--- src/rtl/tlbc_pkg.sv ---
// shared types, constants and register indexes of the three-layer blend compositor
package tlbc_pkg;

  localparam int unsigned LAYERS    = 3;
  localparam int unsigned CHANNELS  = 3;
  localparam int unsigned CHAN_W    = 8;
  localparam int unsigned MODE_W    = 3;
  localparam int unsigned OPAC_W    = 7;
  localparam int unsigned CFG_ADDR_W = 3;
  localparam int unsigned CFG_DATA_W = 7;
  localparam int unsigned SUM_W     = 15;
  localparam int unsigned RECIP_W   = 16;
  localparam int unsigned PROD_W    = SUM_W + RECIP_W + 1;
  localparam int unsigned DIV_SHIFT = 22;
  // round-up reciprocal of one hundred, exact floor for sums up to 25500
  localparam logic [RECIP_W-1:0] RECIP_100 = 16'd41944;
  localparam logic [OPAC_W-1:0]  FULL_OPAC = 7'd100;
  localparam logic [CHAN_W-1:0]  WHITE     = 8'd255;
  localparam int unsigned IN_DATA_W  = LAYERS * CHANNELS * CHAN_W;
  localparam int unsigned OUT_DATA_W = CHANNELS * CHAN_W;

  // blend modes
  localparam logic [MODE_W-1:0] MODE_NORMAL  = 3'd0;
  localparam logic [MODE_W-1:0] MODE_MUL     = 3'd1;
  localparam logic [MODE_W-1:0] MODE_DARKEN  = 3'd2;
  localparam logic [MODE_W-1:0] MODE_LIGHTEN = 3'd3;
  localparam logic [MODE_W-1:0] MODE_DIFF    = 3'd4;

  // register indexes
  localparam logic [CFG_ADDR_W-1:0] REG_MODE0  = 3'd0;
  localparam logic [CFG_ADDR_W-1:0] REG_MODE1  = 3'd1;
  localparam logic [CFG_ADDR_W-1:0] REG_MODE2  = 3'd2;
  localparam logic [CFG_ADDR_W-1:0] REG_OPAC0  = 3'd3;
  localparam logic [CFG_ADDR_W-1:0] REG_OPAC1  = 3'd4;
  localparam logic [CFG_ADDR_W-1:0] REG_OPAC2  = 3'd5;
  localparam logic [CFG_ADDR_W-1:0] REG_ENABLE = 3'd6;

  typedef logic [CHAN_W-1:0] chan_t;
  typedef chan_t [CHANNELS-1:0] rgb_t;
  typedef rgb_t [LAYERS-1:0] pix_t;

  // per-layer settings seen by a blend stage
  typedef struct packed {
    logic [MODE_W-1:0] mode;
    logic [OPAC_W-1:0] opac;
  } lcfg_t;

endpackage

--- src/rtl/tlbc_layer.sv ---
// one layer's blend: mix stage, weighted sum stage, divide-by-hundred stage
module tlbc_layer (
  input  logic            clk,
  input  logic            rst_n,
  input  logic            adv,
  input  tlbc_pkg::lcfg_t lcfg,
  input  logic            in_valid,
  input  tlbc_pkg::pix_t  in_pix,
  input  tlbc_pkg::rgb_t  in_top,
  input  tlbc_pkg::rgb_t  in_acc,
  output logic            out_valid,
  output tlbc_pkg::pix_t  out_pix,
  output tlbc_pkg::rgb_t  out_acc
);
  import tlbc_pkg::*;

  logic                             va_r, vb_r, vc_r;
  pix_t                             pix_a_r, pix_b_r, pix_c_r;
  rgb_t                             m_nxt, m_a_r, base_a_r;
  logic [CHANNELS-1:0][SUM_W-1:0]   sum_nxt, sum_b_r;
  rgb_t                             acc_nxt, acc_c_r;
  logic [2*CHAN_W-1:0]              mul_w [CHANNELS];
  logic [PROD_W-1:0]                div_w [CHANNELS];
  logic [OPAC_W-1:0]                inv_opac;

  // mix by mode, per channel
  always_comb begin
    for (int c = 0; c < CHANNELS; c++) begin
      mul_w[c] = {{CHAN_W{1'b0}}, in_top[c]} * {{CHAN_W{1'b0}}, in_acc[c]};
      case (lcfg.mode)
        MODE_MUL:     m_nxt[c] = mul_w[c][2*CHAN_W-1:CHAN_W];
        MODE_DARKEN:  m_nxt[c] = (in_top[c] < in_acc[c]) ? in_top[c] : in_acc[c];
        MODE_LIGHTEN: m_nxt[c] = (in_top[c] > in_acc[c]) ? in_top[c] : in_acc[c];
        MODE_DIFF:    m_nxt[c] = (in_top[c] > in_acc[c]) ? (in_top[c] - in_acc[c])
                                                         : (in_acc[c] - in_top[c]);
        default:      m_nxt[c] = in_top[c];
      endcase
    end
  end

  // opacity weighted sum, at most 100 * 255
  assign inv_opac = FULL_OPAC - lcfg.opac;
  always_comb begin
    for (int c = 0; c < CHANNELS; c++) begin
      sum_nxt[c] = SUM_W'(lcfg.opac) * SUM_W'(m_a_r[c])
                 + SUM_W'(inv_opac) * SUM_W'(base_a_r[c]);
    end
  end

  // floor division by one hundred via reciprocal
  always_comb begin
    for (int c = 0; c < CHANNELS; c++) begin
      div_w[c]   = PROD_W'(sum_b_r[c]) * PROD_W'(RECIP_100);
      acc_nxt[c] = div_w[c][DIV_SHIFT+CHAN_W-1:DIV_SHIFT];
    end
  end

  // valid bits
  always_ff @(posedge clk) begin
    if (!rst_n) begin
      va_r <= 1'b0;
      vb_r <= 1'b0;
      vc_r <= 1'b0;
    end else if (adv) begin
      va_r <= in_valid;
      vb_r <= va_r;
      vc_r <= vb_r;
    end
  end

  // payload stages
  always_ff @(posedge clk) begin
    if (adv) begin
      pix_a_r  <= in_pix;
      m_a_r    <= m_nxt;
      base_a_r <= in_acc;
      pix_b_r  <= pix_a_r;
      sum_b_r  <= sum_nxt;
      pix_c_r  <= pix_b_r;
      acc_c_r  <= acc_nxt;
    end
  end

  assign out_valid = vc_r;
  assign out_pix   = pix_c_r;
  assign out_acc   = acc_c_r;

endmodule

--- config.mk ---
export PLATFORM = sky130hd
export DESIGN_NAME = tlbc_layer
export DESIGN_NICKNAME = d
export VERILOG_FILES = /design/src/rtl/tlbc_pkg.sv /design/src/rtl/tlbc_layer.sv
export SDC_FILE = /design/constraint.sdc
export NUM_CORES = 2
export LEC_CHECK = 0
export BUFFER_PORTS_ARGS = -buffer_cell sky130_fd_sc_hd__buf_2
export CAP_MARGIN = 30
export CORE_ASPECT_RATIO = 1.1
export CORE_MARGIN = 2
export CORE_UTILIZATION = 39
export CTS_CLUSTER_SIZE = 20
export DETAILED_ROUTE_END_ITERATION = 16
export RECOVER_POWER = 50
export SKIP_LAST_GASP = 1
export SLEW_MARGIN = 20
export SYNTH_ARGS = -nofsm -noshare
export SYNTH_HDL_FRONTEND = slang
export SYNTH_SLANG_ARGS = --single-unit
--- constraint.sdc ---
create_clock -name clk -period 8.45 [get_ports clk]
set_input_delay 0.845 -clock clk [delete_from_list [all_inputs] [get_ports clk]]
set_output_delay 0.845 -clock clk [all_outputs]
set_load 0.05 [all_outputs]
After elaboration in Yosys (flattened, before gate mapping):

Index checks and enable logic that the tools add are counted.

* bits in registers: 336
* bits in latches: 0
* memory bits (writable): 0
* memory bits (read-only): 0
* bits of input ports: 134
* output and inout port bits: 97
* word-level logic and storage cells: 86
* memories: 0

* $add $sub $neg: 10
* multipliers: 12
* divide/modulo/power cells: 0
* order comparisons: 6
* equality and inequality tests: 4
* shift operators: 0
* mux-type cells: 12
* bitwise operators: 0
* reductions and logical operators: 0

Operators with widths (count)
* 8-bit case mux with 4 select lines: 3
* 7-bit by 8-bit multiplier with 15-bit output: 6
* 15-bit by 13-bit multiplier with 27-bit output, second input constant: 3
* 8-bit 2-to-1 mux: 9
* 8-bit by 8-bit multiplier with 16-bit output: 3
* 8-bit subtractor: 6
* 15-bit adder: 3
* 8-bit > comparator: 3
* 8-bit < comparator: 3
* 7-bit subtractor, first input constant: 1
* 3-bit by 2-bit == test with 1-bit output, second input constant: 2
* 3-bit by 1-bit == test with 1-bit output, second input constant: 1
* 3-bit == test, second input constant: 1

Depth between registers and ports, before layout:

* depth in word-level cells: 3
* depth in mapped cells: 27
* gate-level depth less buffers: 24

Worst setup path before layout:

OpenSTA, ideal clock, no wires.

* path type: input -> register
* start point: input lcfg[0] in the netlist's numbering
* end point: register sum_b_r[14] in the netlist's numbering, data pin
* setup time: 266 ps
* data arrival time: 6848 ps
* required time: 8184 ps
* slack: 1336 ps
* cell stages on the path: 26
* buffers on the path: 3
* cell sequence: clkbuf_1 > clkbuf_1 > inv_1 > ha_1 > inv_1 > a21o_1 > o21ai_0 > xor2_1 > clkbuf_1 > nand2_1 > fa_1 > fa_1 > inv_1 > fa_1 > fa_1 > fa_1 > inv_1 > fa_1 > inv_1 > ha_1 > a21o_1 > a31oi_1 > o21ai_0 > o41ai_1 > mux2i_1 > nand4_1

RTL lines
* from (decl): RTL line tlbc_layer.sv:6 `input tlbc_pkg::lcfg_t lcfg,`
* to (signal assigned): RTL line tlbc_layer.sv:78 `sum_b_r <= sum_nxt;`
* to (decl): RTL line tlbc_layer.sv:20 `logic [CHANNELS-1:0][SUM_W-1:0] sum_nxt, sum_b_r;`

==> impl_results.md <==
* Slew Viols, Final at 156
* Cells after Synth at 3687
* Nets at 5240
* Clock Sinks at 336
* Commonest non-fill, non-tap cell in the layout: inv_1
* First-pass DRT Iterations at 7
* Die area at 105000 um2
* Top FF cell, synth: edfxtp_1
* Placer Congestion at 0.856
* Dominant cells by area after synthesis: fa_1, edfxtp_1, ha_1, inv_1, and2_1
* Worst endpoint required time at 8.74 ns
* Vias in the first global route at 26800
* Rows at 123
* Share of layout cells above drive strength 1 at 7.59%
* Crit path kind: primary input to flop
* Number of synthesized flops with an enable pin at 333
* Slew margin rel. at -281%
* Tot GR Track Use at 16.5%
* H-Tree Level Count at 2
* Worst path top cell family by delay: adder cells
* Vias at 25500
* Unique cell type count in the Yosys netlist at 76
* Clock latency reported for the late side of the worst-skew pair at 0.56 ns
* Slowest-stage cell, CP: fa_1
* First-pass GRT wire length at 139000 um
* Clk pin slew, worst setup/hold paths at 0.07 ns
* Outcome: finished, violations left
* Clock Path Buffers at 3
* Die Span X at 309 um
* Initial DRC Count at 1200
* Final Hold Viols at 0
* Drt wl/cell at 15.8 um
* Hold Buf Count CTS at 0
* Post-CTS setup buffers at 0
* Register bit total from synthesis at 336
* Syn Nets at 5013
* WHS Path Cells at 0
* Final setup fails at 0
* Largest stage delay on the critical path at 0.54 ns
* Multi-input combinational cell area at 26400 um2
* Antenna-violating nets left at 0
* Initial antenna violation count at 9
* Overflow after GRT at 0
* Critical Path Source Type: primary input
* Drt via density at 4.79
* Reg2reg setup slack at 2.68 ns
* Crit path time final at 6.66 ns
* Cell Chain, Critical Path: buf_2, buf_4, o21ai_0, xnor2_2, buf_4, nand2_1, fa_1, fa_1, inv_1, fa_1, fa_1, fa_1, inv_1, fa_1, inv_1, ha_1, a21o_1, a31o_2, a211oi_1, o31ai_1, a21oi_1, xnor2_1
* Core box area at 102000 um2
* Synth Cell Area at 39900 um2
* Fmax at 150 MHz
* Worst Hold Class: flop to flop
* IO Pins at 231
* CTS Buf Count at 36
* Period utilization at 78.9%
* Drt drc at 0
* HP Start: pix_a_r[39]
* CTS tree: yes
* DIE HEIGHT at 340 um
* FF+latch area at 10100 um2
* Yosys warning count at 0
* Fill cell count at 9816
* Max Fanout on Critical Path at 49
* Hold worst-path end: pix_b_r[39]
* Crit path DAT at 6.96 ns
* Top-area cell type share of the netlist area at 27.8%
* Largest net degree at the start of global routing at 112
* Most used cell, CP: fa_1
* Synth area leader: fa_1
* Highest-count cells in the layout ignoring fill and taps: inv_1, ha_1, fa_1
* R2R cell count at 17
* Synthesized area per cell at 10.8 um2
* Post-DP HPWL at 68600 um
* Reg2reg end: sum_b_r[14]
* Post-synthesis sequential area ratio at 25.2%
* RSZ-0062 raised after global routing: false
* Starting Density at 39.2%
* Area delta synth->final at 9.68%
* Max Cap Viol at 2
* FF-to-FF Start: m_a_r[1]
* PostCTS Resize Cnt at 0
* Buf+Inv Stages, Crit Path at 6
* Post-synth ARST share at 0%
* Port Buffers at 230
* Worst setup EP type: flop
* CTS Root Cell: clkbuf_16
* Routed wire length at 84000 um
* Setup TNS at 0 ns
* Failing checks: max-capacitance violations, max-slew violations
* Least-Margin Pin Slew at 5.72 ns
* Worst clock skew at 0.0162 ns
-- per-layer routing --
metal	up-vias	track usage, %	share of wire, %
met5	-	0	0.040
met1	12700	22.1	45
met3	71	1.65	3.3
li1	12300	-	-
met2	416	28.6	50
met4	6	3.65	1.6
-- Yosys cell counts (all sizes together) (8+ instances only) --
cell type	number
nand2b	12
nand2	278
nor4	14
edfxtp	333
o21ai	47
a21oi	84
nor2b	15
and2	210
xor2	25
a211o	8
nand4	14
o221ai	10
xnor2	92
inv	871
nand3	21
a221oi	15
o211ai	12
o21bai	11
a211oi	16
nor2	136
mux2i	23
fa	555
o21a	9
o22ai	8
a21o	38
ha	637
nor3	22
and3	15
a31oi	13
clkbuf	52
-- sequential cells by signal, summed over array words and instances (netlist names) --
register	cells
out_valid	1
pix_a_r	72
pix_b_r	72
vb_r	1
va_r	1
out_acc	24
sum_b_r	45
out_pix	72
m_a_r	24
base_a_r	24
-- worst max path at each step --
stage | from | endpoint | slack, ns | cells after the start
final | lcfg[0] | sum_b_r[29] | 1.79 | 22
after global routing | adv | out_acc[8] | 1.33 | 2
after CTS | lcfg[0] | sum_b_r[14] | 1.80 | 21
after detailed placement | lcfg[0] | sum_b_r[14] | 1.22 | 21
after global placement | lcfg[0] | sum_b_r[14] | 1.28 | 25
after floorplan | lcfg[0] | sum_b_r[14] | 1.34 | 26
-- stage by stage --
stage / util (%) / cells / setup WS (ns) / hold slack [ns] / area, um2
final: 43.0 / 5317 / 1.79 / 0.414 / 43800
after global routing: 43.0 / 5316 / 1.33 / 0.412 / 43800
after CTS: 43.0 / 5312 / 1.80 / 0.400 / 43800
after detailed placement: 41.9 / 5250 / 1.22 / 0.405 / 42700
after global placement: 41.9 / 5250 / 1.28 / 0.400 / 42700
after floorplan: - / 3687 / 1.34 / 0.400 / 39900
-- layout make-up --
type / count / share of cell area, %
inverters: 871 / 7.46
multi-input cells: 2421 / 60.2
repair buffers: 248 / 2.85
well taps: 1375 / 3.93
flip-flops and latches: 336 / 23.0
clock inverters: 22 / 0.343
clock buffers: 40 / 2.19
diodes: 4 / 0.0229
-- logic make-up (layout without fill, tap and decap cells) --
group / Yosys count / count (layout) / share of synthesized area, %
other: 0 / 4 / 0
AND/OR/NAND/NOR: 767 / 767 / 9.41
XOR/XNOR: 117 / 117 / 2.57
adder cells (fa/ha/maj): 1192 / 1192 / 47.8
multiplexers: 26 / 26 / 0.661
flip-flops: 336 / 336 / 25.2
AO/OA/AOI/OAI: 319 / 319 / 5.62
buffers and inverters: 930 / 1181 / 8.77
Power is left out: the tool's default activity adds up to more than one toggle a clock period on the data nets, which glitch-free logic cannot reach.
