[src/rtl/tlbc_pkg.sv]
// shared types, constants and register indexes of the three-layer blend compositor
package tlbc_pkg;

  localparam int unsigned LAYERS    = 3;
  localparam int unsigned CHANNELS  = 3;
  localparam int unsigned CHAN_W    = 8;
  localparam int unsigned MODE_W    = 3;
  localparam int unsigned OPAC_W    = 7;
  localparam int unsigned CFG_ADDR_W = 3;
  localparam int unsigned CFG_DATA_W = 7;
  localparam int unsigned SUM_W     = 15;
  localparam int unsigned RECIP_W   = 16;
  localparam int unsigned PROD_W    = SUM_W + RECIP_W + 1;
  localparam int unsigned DIV_SHIFT = 22;
  // round-up reciprocal of one hundred, exact floor for sums up to 25500
  localparam logic [RECIP_W-1:0] RECIP_100 = 16'd41944;
  localparam logic [OPAC_W-1:0]  FULL_OPAC = 7'd100;
  localparam logic [CHAN_W-1:0]  WHITE     = 8'd255;
  localparam int unsigned IN_DATA_W  = LAYERS * CHANNELS * CHAN_W;
  localparam int unsigned OUT_DATA_W = CHANNELS * CHAN_W;

  // blend modes
  localparam logic [MODE_W-1:0] MODE_NORMAL  = 3'd0;
  localparam logic [MODE_W-1:0] MODE_MUL     = 3'd1;
  localparam logic [MODE_W-1:0] MODE_DARKEN  = 3'd2;
  localparam logic [MODE_W-1:0] MODE_LIGHTEN = 3'd3;
  localparam logic [MODE_W-1:0] MODE_DIFF    = 3'd4;

  // register indexes
  localparam logic [CFG_ADDR_W-1:0] REG_MODE0  = 3'd0;
  localparam logic [CFG_ADDR_W-1:0] REG_MODE1  = 3'd1;
  localparam logic [CFG_ADDR_W-1:0] REG_MODE2  = 3'd2;
  localparam logic [CFG_ADDR_W-1:0] REG_OPAC0  = 3'd3;
  localparam logic [CFG_ADDR_W-1:0] REG_OPAC1  = 3'd4;
  localparam logic [CFG_ADDR_W-1:0] REG_OPAC2  = 3'd5;
  localparam logic [CFG_ADDR_W-1:0] REG_ENABLE = 3'd6;

  typedef logic [CHAN_W-1:0] chan_t;
  typedef chan_t [CHANNELS-1:0] rgb_t;
  typedef rgb_t [LAYERS-1:0] pix_t;

  // per-layer settings seen by a blend stage
  typedef struct packed {
    logic [MODE_W-1:0] mode;
    logic [OPAC_W-1:0] opac;
  } lcfg_t;

endpackage

[src/rtl/tlbc_cfg.sv]
// configuration registers and effective per-layer opacity
module tlbc_cfg (
  input  logic                            clk,
  input  logic                            rst_n,
  input  logic                            cfg_we,
  input  logic [tlbc_pkg::CFG_ADDR_W-1:0] cfg_addr,
  input  logic [tlbc_pkg::CFG_DATA_W-1:0] cfg_wdata,
  output tlbc_pkg::lcfg_t [tlbc_pkg::LAYERS-1:0] lcfg
);
  import tlbc_pkg::*;

  logic [LAYERS-1:0][MODE_W-1:0] mode_r;
  logic [LAYERS-1:0][OPAC_W-1:0] opac_r;
  logic [LAYERS-1:0]             en_r;

  // register writes
  always_ff @(posedge clk) begin
    if (!rst_n) begin
      mode_r <= '0;
      opac_r <= {LAYERS{FULL_OPAC}};
      en_r   <= '1;
    end else if (cfg_we) begin
      case (cfg_addr)
        REG_MODE0:  mode_r[0] <= cfg_wdata[MODE_W-1:0];
        REG_MODE1:  mode_r[1] <= cfg_wdata[MODE_W-1:0];
        REG_MODE2:  mode_r[2] <= cfg_wdata[MODE_W-1:0];
        REG_OPAC0:  opac_r[0] <= cfg_wdata[OPAC_W-1:0];
        REG_OPAC1:  opac_r[1] <= cfg_wdata[OPAC_W-1:0];
        REG_OPAC2:  opac_r[2] <= cfg_wdata[OPAC_W-1:0];
        REG_ENABLE: en_r      <= cfg_wdata[LAYERS-1:0];
        default: ;
      endcase
    end
  end

  // saturate opacity at one hundred; a disabled layer blends with zero opacity
  always_comb begin
    for (int k = 0; k < LAYERS; k++) begin
      lcfg[k].mode = mode_r[k];
      if (!en_r[k]) begin
        lcfg[k].opac = '0;
      end else if (opac_r[k] > FULL_OPAC) begin
        lcfg[k].opac = FULL_OPAC;
      end else begin
        lcfg[k].opac = opac_r[k];
      end
    end
  end

endmodule

[config.mk]
export PLATFORM = sky130hd
export DESIGN_NAME = tlbc_cfg
export DESIGN_NICKNAME = d
export VERILOG_FILES = /design/src/rtl/tlbc_pkg.sv /design/src/rtl/tlbc_cfg.sv
export SDC_FILE = /design/constraint.sdc
export NUM_CORES = 1
export LEC_CHECK = 0
export BUFFER_PORTS_ARGS = -buffer_cell sky130_fd_sc_hd__buf_2
export CAP_MARGIN = 20
export CORE_AREA = 2 2 58 71
export DETAILED_ROUTE_END_ITERATION = 6
export DIE_AREA = 0 0 60 73
export HOLD_SLACK_MARGIN = 0.1
export PLACE_DENSITY = 0.67
export SYNTH_ARGS = -nofsm -noshare
export SYNTH_HDL_FRONTEND = slang
export SYNTH_SLANG_ARGS = --single-unit
export TNS_END_PERCENT = 10
[constraint.sdc]
create_clock -name clk -period 2.5 [get_ports clk]
set_clock_uncertainty 0.2 [all_clocks]
set_input_delay 0 -clock clk [delete_from_list [all_inputs] [get_ports clk]]
set_output_delay 0 -clock clk [all_outputs]
set_load 0.02 [all_outputs]
# [Word-level counts from Yosys, hierarchy flattened]
# Index checks and enable logic that the tools add are counted.
[word_totals] out_inout_bits=30 in_bits=13 reg_bits=33 elab_cells=30
[op_classes] eq_ne=6 order_cmp=3 reduce_logical=8 muxes=6
[ops] operator="$mux 7" n=6
[ops] operator="$gt 7x7->1 const B" n=3
[ops] operator="$reduce_and 2->1" n=7
[ops] operator="$eq 3x3->1 const B" n=3
[ops] operator="$eq 3x2->1 const B" n=2
[ops] operator="$eq 3x1->1 const B" n=1
[ops] operator="$logic_not 3->1" n=1

# [Longest topological paths before layout]
# Gate-level depths: netlist of the first run.
[logic_depth] word_depth=3 depth_mapped=4 mapped_depth_nobuf=2

# [Worst setup path before layout of the first run]
# No wires, ideal clock.
[synth_timing] path_kind="reg2out" start="register opac_r[2] (netlist name)" end="output lcfg[0] (netlist name)" path_buffers=0 t_required_ns=2.300 arrival_ns=0.955 setup_slack_ns=1.345 path_stages_with_launch=3 path_cell_list="dfxtp_1 o311a_1 and3b_1"
[synth_rtl] item="start, declared" line_no="tlbc_cfg.sv:13" text="logic [LAYERS-1:0][OPAC_W-1:0] opac_r;"
[synth_rtl] item="start signal, assigned" line_no="tlbc_cfg.sv:20" text="opac_r <= {LAYERS{FULL_OPAC}};"
[synth_rtl] item="end, declared" line_no="tlbc_cfg.sv:8" text="output tlbc_pkg::lcfg_t [tlbc_pkg::LAYERS-1:0] lcfg"

# [Final worst setup path of the first run]
[layout_timing] start="input cfg_addr[2] (netlist name)" end="register opac_r[0] (netlist name)"
[layout_between] elab_chain_cells=2
[layout_lines] item="start, declared" line_no="tlbc_cfg.sv:6" text="input logic [tlbc_pkg::CFG_ADDR_W-1:0] cfg_addr,"
[layout_lines] item="$eq 3x2->1" line_no="tlbc_cfg.sv:23" text="case (cfg_addr)"
[layout_lines] item="$reduce_and 2->1 (no line)"
# Every way passes these cells.
# A chain may end at the register's enable or synchronous reset.

==> flow_summary.yaml, run 1 <==
grt:
  grt_pass1_vias: 1261
  track_usage_pct: 17.0
  grt_overflow_total: 0
  grt_pass1_wl_mm: 5.60
  antenna_found_initial: 0
  grt_start_max_net_pins: 44
power_and_ir_drop:
  p_sw_mw: 0.256
  seq_power_share_pct: 46.6
  p_leak_nw: 1.00
  sw_frac_of_total_pct: 21.8
  power.density_nw_per_um2: 571
  clkPwrFrac_pct: 43.4
  pwr-share-comb_pct: 10.0
  p_int_mw: 0.918
  finalPower_mw: 1.17
  ir_worst_vdd_uv: 289
floorplan:
  design.core.area_sq_um: 3780
  ios: 43
  num_rows: 25
  die_x_microns: 60
  initial_core_util_pct: 41.9
  die_h_microns: 73
  die-area_sq_um: 4380
finish:
  fin_nets: 224
  instances_no_fill: 266
  synthToLayoutAreaGrowth_pct: 29.8
  diodes: 0
  drive_above_1_share_pct: 24.1
  nFillCells: 362
critical_path:
  cp.required_ns: 2.51
  worstSetupPathType: "in2reg"
  worst_ep_arrival_time_ns: 1.83
  crit_fanout: 9
  cp-start-kind: "input port"
  endpoint_kind: "flip-flop"
placed_design:
  gp_congestion: 0.757
  dp.cells: 244
  place_hpwl_mm: 2.48
  io_buffers: 42
synth:
  ys_seq_elements: 33
  synth_cell_types: 21
  avgSynthCellArea_sq_um: 10.0
  syn_inst: 158
  syn-num-nets: 171
  synth_top_area_share_pct: 41.7
  netlist_area_sq_um: 1590
  ys_warn_count: 0
  synth-main-ff-cell: "dfxtp_1"
  yosysTopAreaCell: "dfxtp_1"
  synth_commonest_cells: "dfxtp_1 (33), mux2i_1 (33), nand2_1 (29)"
  ys_seq_area_share_pct: 41.7
  synth_edf_count: 0
  ys_top_cells_by_area: "dfxtp_1 (42%), mux2i_1 (21%), nand2_1 (6.9%), nor2b_1 (6.7%), and3_1 (3.2%)"
  synth-async-reset-ratio_pct: 0
clock_tree:
  clk_pin_slew_worst_paths_ns: 0.06
  cts_inserted_buffers: 5
  cts.sinks: 33
  cts_tree: "built"
  htree_levels: 2
  root_buffer: "clkbuf_8"
  post_cts_buffers: 0
  clk_latency_ns: 0.28
  clock_path_buffers: 2
drt:
  drtIter0Drc: 9
  wirelength_mm: 3.45
  wl_per_cell_microns: 13.0
  drt_pre_antenna_iters: 3
  num_vias: 1309
  avgViaCountPerCell: 4.92
  drc: 0
  postRouteAntennaNets: 0
sta:
  max_freq_ghz: 0.549
  final.period_utilization_pct: 72.8
  slew_headroom_pct: 59.1
  finalMaxSlewViolations: 0
  worst_pin_slew_ns: 0.613
  rsz0062_at_grt: "no"
  finalSetupTns_ns: 0
  finalCriticalPeriod_ns: 1.82
  hold_viol_final: 0
  whs_ns: 0.258
  setup_viol_count_final: 0
run_status:
  run_status: "finished, final reports clean"
flow_run:
  maxCapViolCount: 0
hold_path:
  holdCritPathClass: "reg2reg"
## sequential cells by signal, summed over array words and instances (netlist names)
register  count
en_r          3
lcfg          9
opac_r       21
## worst max-delay path: stages
cell and delay [ns]:
dlygate4sd3_1 0.52, buf_2 0.19, nand4b_2 0.15, dlygate4sd3_1 0.74, mux2i_1 0.23
## cells by family (layout without fill, tap and decap cells)
family | count (synthesis) | in the layout | share of synthesized area [%]
DFF | 33 | 33 | 41.7
muxes | 33 | 33 | 20.8
and+or+nand+nor | 73 | 73 | 28.5
AOI/OAI and AO/OA | 9 | 9 | 5.13
buffers and inverters | 10 | 64 | 3.87
## power groups by stage
stage | logic [mW] | clock network (mW) | registers [mW]
2_1_floorplan | 0.0707 | 0 | 0.560
3_3_place_gp | 0.100 | 0 | 0.558
3_5_place_dp | 0.103 | 0 | 0.559
4_1_cts | 0.119 | 0.527 | 0.547
5_1_grt | 0.129 | 0.552 | 0.548
6_report | 0.118 | 0.510 | 0.547
## layout make-up
cell class / count / area, sq um / share of cell area, %
Timing Repair Buffer: 56 / 350 / 17.0
Sequential cell: 33 / 661 / 32.1
Tap cell: 54 / 67.6 / 3.28
Clock inverter: 1 / 30.0 / 1.46
Clock buffer: 7 / 86.3 / 4.19
Multi-Input combinational cell: 115 / 863 / 41.9
## what timing repair did
action | CTS | global route
endpoints found under the hold margin | 33 | 0
gates resized for setup | 0 | 0
hold buffers | 14 | 0
## per-layer routing
metal / vias up / GRT usage [%] / share of wire [%]
li1: 658 / - / -
met1: 611 / 20.0 / 44
met5: - / 0 / 0
met4: 0 / 7.16 / 1.8
met3: 7 / 4.96 / 4.0
met2: 33 / 28.3 / 50
## final timing paths
| path | start | endpoint | slack (ns) | cells after the start |
|---|---|---|---|---|
| worst min-delay path | lcfg[27]$_SDFFE_PN0P_ | lcfg[27]$_SDFFE_PN0P_ | 0.26 | 2 |
| worst min register to register | lcfg[27]$_SDFFE_PN0P_ | lcfg[27]$_SDFFE_PN0P_ | 0.26 | 2 |
| worst max register to register | en_r[2]$_SDFFE_PN1P_ | en_r[2]$_SDFFE_PN1P_ | 1.59 | 2 |
| worst max-delay path | cfg_addr[2] | opac_r[0]$_SDFFE_PN0P_ | 0.68 | 5 |
## cell usage in the layout (no fill, tap or decap), types with 2 or more instances in the layout
cell           instances
dlygate4sd3_1         14
and4b_1                3
o211a_1                3
and3b_1                4
buf_2                 42
and2_1                 6
clkbuf_8               6
o21a_1                 3
nand2_1               29
and4bb_1               2
and3_1                 8
o311a_1                2
dfxtp_1               33
mux2i_1               33
nor2b_1               17
## stage by stage
step           cell area, sq um  util (%)  setup WS (ns)
2_1_floorplan              1590         -           1.34
3_3_place_gp               1800      47.6           1.20
3_5_place_dp               1800      47.6           1.15
4_1_cts                    2060      54.4          0.701
5_1_grt                    2060      54.4          0.593
6_report                   2060      54.4          0.680
No activity file was read; power rests on OpenSTA's default activity.
==> inputs of run 2 (changes only) <==
Clock period 2.5 ns to 1.8 ns, I/O delays scaled along.
==> run 2 against run 1 <==
Compared with the run above: non-clock buffer count up 15; power up 26%; largest cell class unchanged; via count up 4.0%; critical path depth unchanged; routed wire length up 11%; first-iteration DRC count rose to 4.9 times the previous value; sequential cell count unchanged; utilization up 2.9 points; largest power group unchanged; cell area up 5.3%; critical endpoint is now lcfg[19]$_SDFFE_PN0P_; highest routed layer unchanged; combinational power up 58%; sequential share of layout area down 1.6 points; global-route usage up 2.2 points.
==> flow_summary.yaml, run 2 (synthesis gave the netlist of run 1 again) <==
run_status:
  run_status: "finished, final reports clean"
sta:
  setup_viol_count_final: 0
  finalMaxSlewViolations: 0
  whs_ns: 0.0199
  finalCriticalPeriod_ns: 1.80
  worst_pin_slew_ns: 0.492
  hold_viol_final: 0
  max_freq_ghz: 0.557
  slew_headroom_pct: 67.0
  final.period_utilization_pct: 99.8
  rsz0062_at_grt: "yes"
floorplan:
  design.core.area_sq_um: 3780
  die_h_microns: 73
  initial_core_util_pct: 41.9
  num_rows: 25
  die-area_sq_um: 4380
  die_x_microns: 60
  ios: 43
critical_path:
  endpoint_kind: "flip-flop"
  cp.required_ns: 1.83
  crit_fanout: 9
  worstSetupPathType: "in2reg"
  cp-start-kind: "input port"
  worst_ep_arrival_time_ns: 1.82
grt:
  grt_pass1_vias: 1343
  grt_start_max_net_pins: 15
  antenna_found_initial: 0
  use_met2_pct: 33.8
  use_met3_pct: 5.32
  grt_pass1_wl_mm: 6.28
  grt_overflow_total: 0
  grt.met1_usage_pct: 22.4
  busiest_layer: "met2"
  track_usage_pct: 19.2
clock_tree:
  clk_pin_slew_worst_paths_ns: 0.07
  holdBufCountCts: 26
  cts.sinks: 33
  clock_path_buffers: 2
  cts_inserted_buffers: 5
  htree_levels: 2
  clk_latency_ns: 0.28
  cts_tree: "built"
  root_buffer: "clkbuf_8"
flow_run:
  maxCapViolCount: 0
drt:
  avgViaCountPerCell: 4.85
  wirelength_mm: 3.85
  drt_pre_antenna_iters: 4
  postRouteAntennaNets: 0
  drtIter0Drc: 44
  num_vias: 1362
  wl_per_cell_microns: 13.7
  drc: 0
placed_design:
  gp_congestion: 0.706
  dp.cells: 246
  io_buffers: 42
  place_hpwl_mm: 2.61
power_and_ir_drop:
  seq_power_share_pct: 51.5
  pwr-share-comb_pct: 12.7
  p_int_mw: 1.11
  p_sw_mw: 0.367
  clkPwrFrac_pct: 35.8
  sw_frac_of_total_pct: 24.8
  ir_worst_vdd_uv: 548
  finalPower_mw: 1.48
  p_leak_nw: 1.06
  power.density_nw_per_um2: 681
finish:
  final_cell_mix: "buf_2 (42), mux2i_1 (33), dfxtp_1 (33)"
  largest_reg_flops: 21
  diodes: 0
  fin_nets: 239
  synthToLayoutAreaGrowth_pct: 36.7
  instances_no_fill: 281
  drive_above_1_share_pct: 24.2
  layout_commonest_cell: "buf_2"
  regMostFlops: "opac_r"
hold_path:
  holdCritPathClass: "in2reg"
-- run 2: cell types whose count changed in the layout (fill, tap and decap cells not counted) --
cell           change
and4bb_2           +1
clkinv_2           +2
and4bb_1           -1
buf_4              +3
dlygate4sd3_1     +12
clkbuf_8           -1
bufinv_16          -1
-- run 2: path summary, 6_finish.rpt --
kind / startpoint / endpoint / slack [ns] / depth (start not counted)
worst min register to register: lcfg[18]$_SDFFE_PN0P_ / lcfg[18]$_SDFFE_PN0P_ / 0.26 / 2
worst min-delay path: cfg_addr[1] / opac_r[3]$_SDFFE_PN0P_ / 0.02 / 3
worst max-delay path: cfg_addr[2] / lcfg[19]$_SDFFE_PN0P_ / 0.003 / 5
worst max register to register: opac_r[20]$_SDFFE_PN1P_ / opac_r[20]$_SDFFE_PN1P_ / 0.34 / 3
-- run 2: routing by layer --
metal / routed length [microns] / vias up
li1: - / 685
met1: 1630 / 645
met2: 2060 / 30
met3: 141 / 2
met4: 24 / 0
met5: 0 / -
-- run 2: power groups by stage --
stage,registers [mW],clock network [mW],logic [mW]
global placement,0.775,0,0.142
CTS,0.760,0.542,0.187
floorplan,0.778,0,0.0982
detailed placement,0.776,0,0.146
finish,0.761,0.528,0.187
global route,0.762,0.569,0.203
-- run 2: cell type report --
class | instances | area, sq um
clock buffers | 6 | 72.6
clock inverters | 2 | 10.0
fillers | 343 | 1620
multi-input cells | 115 | 863
flip-flops and latches | 33 | 661
well taps | 54 | 67.6
repair buffers | 71 | 493
-- run 2: what timing repair did --
item | 4_1_cts | 5_1_grt
setup buffers | 0 | 1
setup endpoints to repair | 0 | 2
hold endpoints to repair | 33 | 7
gates resized for setup | 0 | 1
-- run 2: worst max-delay path: stages --
cell and delay (ns):
dlygate4sd3_1 0.53, buf_2 0.17, and4bb_2 0.36, mux2i_1 0.20
dlygate4sd3_1 0.56
-- run 2: through the flow --
step	cell area, sq um	setup slack, ns	setup TNS (ns)	utilization, %
floorplan	1590	0.645	0	-
global placement	1820	0.569	0	48.0
detailed placement	1820	0.533	0	48.0
CTS	2160	0.0227	0	57.1
global route	2170	-0.0225	-0.0225	57.3
finish	2170	0.00342	0	57.3
==> inputs of run 3 (changes only) <==
Settings changed: CORE_AREA 2 2 58 71 to 2 2 61 74, DIE_AREA 0 0 60 73 to 0 0 63 76, PLACE_DENSITY 0.67 to unset, SETUP_SLACK_MARGIN set to 0.05.
==> run 3 against run 2 <==
Compared with the run above: the flow now finishes with violations (hold timing); first-iteration DRC count fell by 32%; hold slack worse by 0.070 ns; count of clock-buffer cells in the layout up 2; die area increased by 9.3%; combinational power grew 3%; register-to-register slack about the same; cell area increased by 0.63%; sequential share of layout area is 0.19 points lower; non-clock buffer count increased by 1; via count grew 0.44%; critical path type unchanged; largest power group unchanged.
==> flow_summary.yaml, run 3 (synthesis gave the netlist of run 1 again) <==
grt:
  grt_pass1_wl_mm: 6.28
  antenna_found_initial: 0
  grt_start_max_net_pins: 13
  track_usage_pct: 16.7
  grt_overflow_total: 0
  grt_pass1_vias: 1324
drt:
  drc: 0
  avgViaCountPerCell: 4.82
  postRouteAntennaNets: 0
  drtIter0Drc: 30
  wl_per_cell_microns: 13.7
  wirelength_mm: 3.90
  drt_pre_antenna_iters: 4
  num_vias: 1368
floorplan:
  initial_core_util_pct: 38.4
  ios: 43
  die_h_microns: 76
  die_x_microns: 63
  die-area_sq_um: 4790
  num_rows: 26
  design.core.area_sq_um: 4130
placed_design:
  gp_congestion: 0.774
  place_hpwl_mm: 2.62
  io_buffers: 42
clock_tree:
  cts_tree: "built"
  htree_levels: 2
  root_buffer: "clkbuf_8"
  cts.sinks: 33
  clk_pin_slew_worst_paths_ns: 0.06
  clk_latency_ns: 0.28
  clock_path_buffers: 2
  cts_inserted_buffers: 5
critical_path:
  crit_fanout: 6
  worstSetupPathType: "in2reg"
  worstReg2RegEnd: "opac_r[12]$_SDFFE_PN1P_"
  cp.required_ns: 1.82
  r2r_cells: 3
  cp-start-kind: "input port"
  r2r-start: "opac_r[12]$_SDFFE_PN1P_"
  worst_ep_arrival_time_ns: 1.78
  endpoint_kind: "flip-flop"
  r2r_setup_slack_ns: 0.35
power_and_ir_drop:
  finalPower_mw: 1.47
  power.density_nw_per_um2: 674
  ir_worst_vdd_uv: 335
  p_leak_nw: 1.08
finish:
  synthToLayoutAreaGrowth_pct: 37.6
  drive_above_1_share_pct: 23.2
  final_cell_mix: "buf_2 (42), mux2i_1 (33), dfxtp_1 (33)"
  largest_reg_flops: 21
  regMostFlops: "opac_r"
  fin_util_pct: 52.8
  fin_nets: 240
  layout_commonest_cell: "buf_2"
  diodes: 0
sta:
  worst_pin_slew_ns: 0.488
  finalMaxSlewViolations: 0
  whs_ns: -0.0505
  final.period_utilization_pct: 97.5
  max_freq_ghz: 0.570
  slew_headroom_pct: 67.2
  finalCriticalPeriod_ns: 1.75
  hold_viol_final: 3
  setup_viol_count_final: 0
  finalSetupTns_ns: 0
  rsz0062_at_grt: "yes"
flow_run:
  maxCapViolCount: 0
run_status:
  violations: "hold timing"
  run_status: "finished with violations"
hold_path:
  min_to: "lcfg[8]$_SDFFE_PN0P_"
  holdCritPathClass: "in2reg"
  hp-start: "cfg_addr[1]"
  holdPathStages: 3
run 3: cell types whose count changed in the layout (fill, tap and decap cells not counted), sizes merged:
| cell | previous run | this run |
|---|---|---|
| clkbuf | 6 | 8 |
| clkinv | 2 | 0 |
| dlymetal6s4s | 0 | 1 |
run 3: worst max-delay path, cell delays in order:
cell and delay [ns]:
buf_2 0.13, dlygate4sd3_1 0.58, and4bb_1 0.31, mux2i_1 0.20, dlygate4sd3_1 0.55
run 3: final cells by class:
type	instances	area (sq um)
sequential	33	661
multi-input combinational	115	865
tap	56	70.1
fill	398	1950
timing repair buffer	72	505
clock buffer	8	80.1
run 3: power breakdown:
group	internal [mW]	leakage, nW	switching, mW
registers	0.747	0.268	0.0138
clock network	0.274	0.0395	0.243
logic	0.0985	0.770	0.0945
total	1.12	1.08	0.351
run 3: worst max-delay path by stage:
stage | to | slack [ns] | from
finish | lcfg[19]$_SDFFE_PN0P_ | 0.05 | cfg_we
global route | lcfg[19]$_SDFFE_PN0P_ | 0.02 | cfg_we
CTS | opac_r[6]$_SDFFE_PN1P_ | 0.07 | cfg_we
detailed placement | opac_r[10]$_SDFFE_PN0P_ | 0.52 | cfg_addr[0]
global placement | lcfg[20] | 0.56 | opac_r[17]$_SDFFE_PN0P_
floorplan | lcfg[0] | 0.64 | opac_r[2]$_SDFFE_PN1P_
run 3: metal layers:
metal / track usage [%] / wire length, microns / vias up
li1: - / - / 688
met1: 20.0 / 1700 / 631
met2: 28.6 / 1950 / 42
met3: 4.14 / 194 / 7
met4: 6.00 / 53 / 0
met5: 0 / 0 / -
run 3: repair_timing:
| item | 4_1_cts | 5_1_grt |
|---|---|---|
| endpoints found under the setup margin | 0 | 2 |
| hold endpoints to repair | 33 | 9 |
| hold buffers | 25 | 3 |
| buffers inserted | 0 | 1 |
| gates resized for setup | 0 | 2 |
run 3: metrics by stage:
step	worst slack, ns	instance area (sq um)	instances
floorplan	0.645	1590	158
global placement	0.562	1820	248
detailed placement	0.523	1820	248
CTS	0.0680	2150	281
global route	0.0188	2180	284
finish	0.0455	2180	284
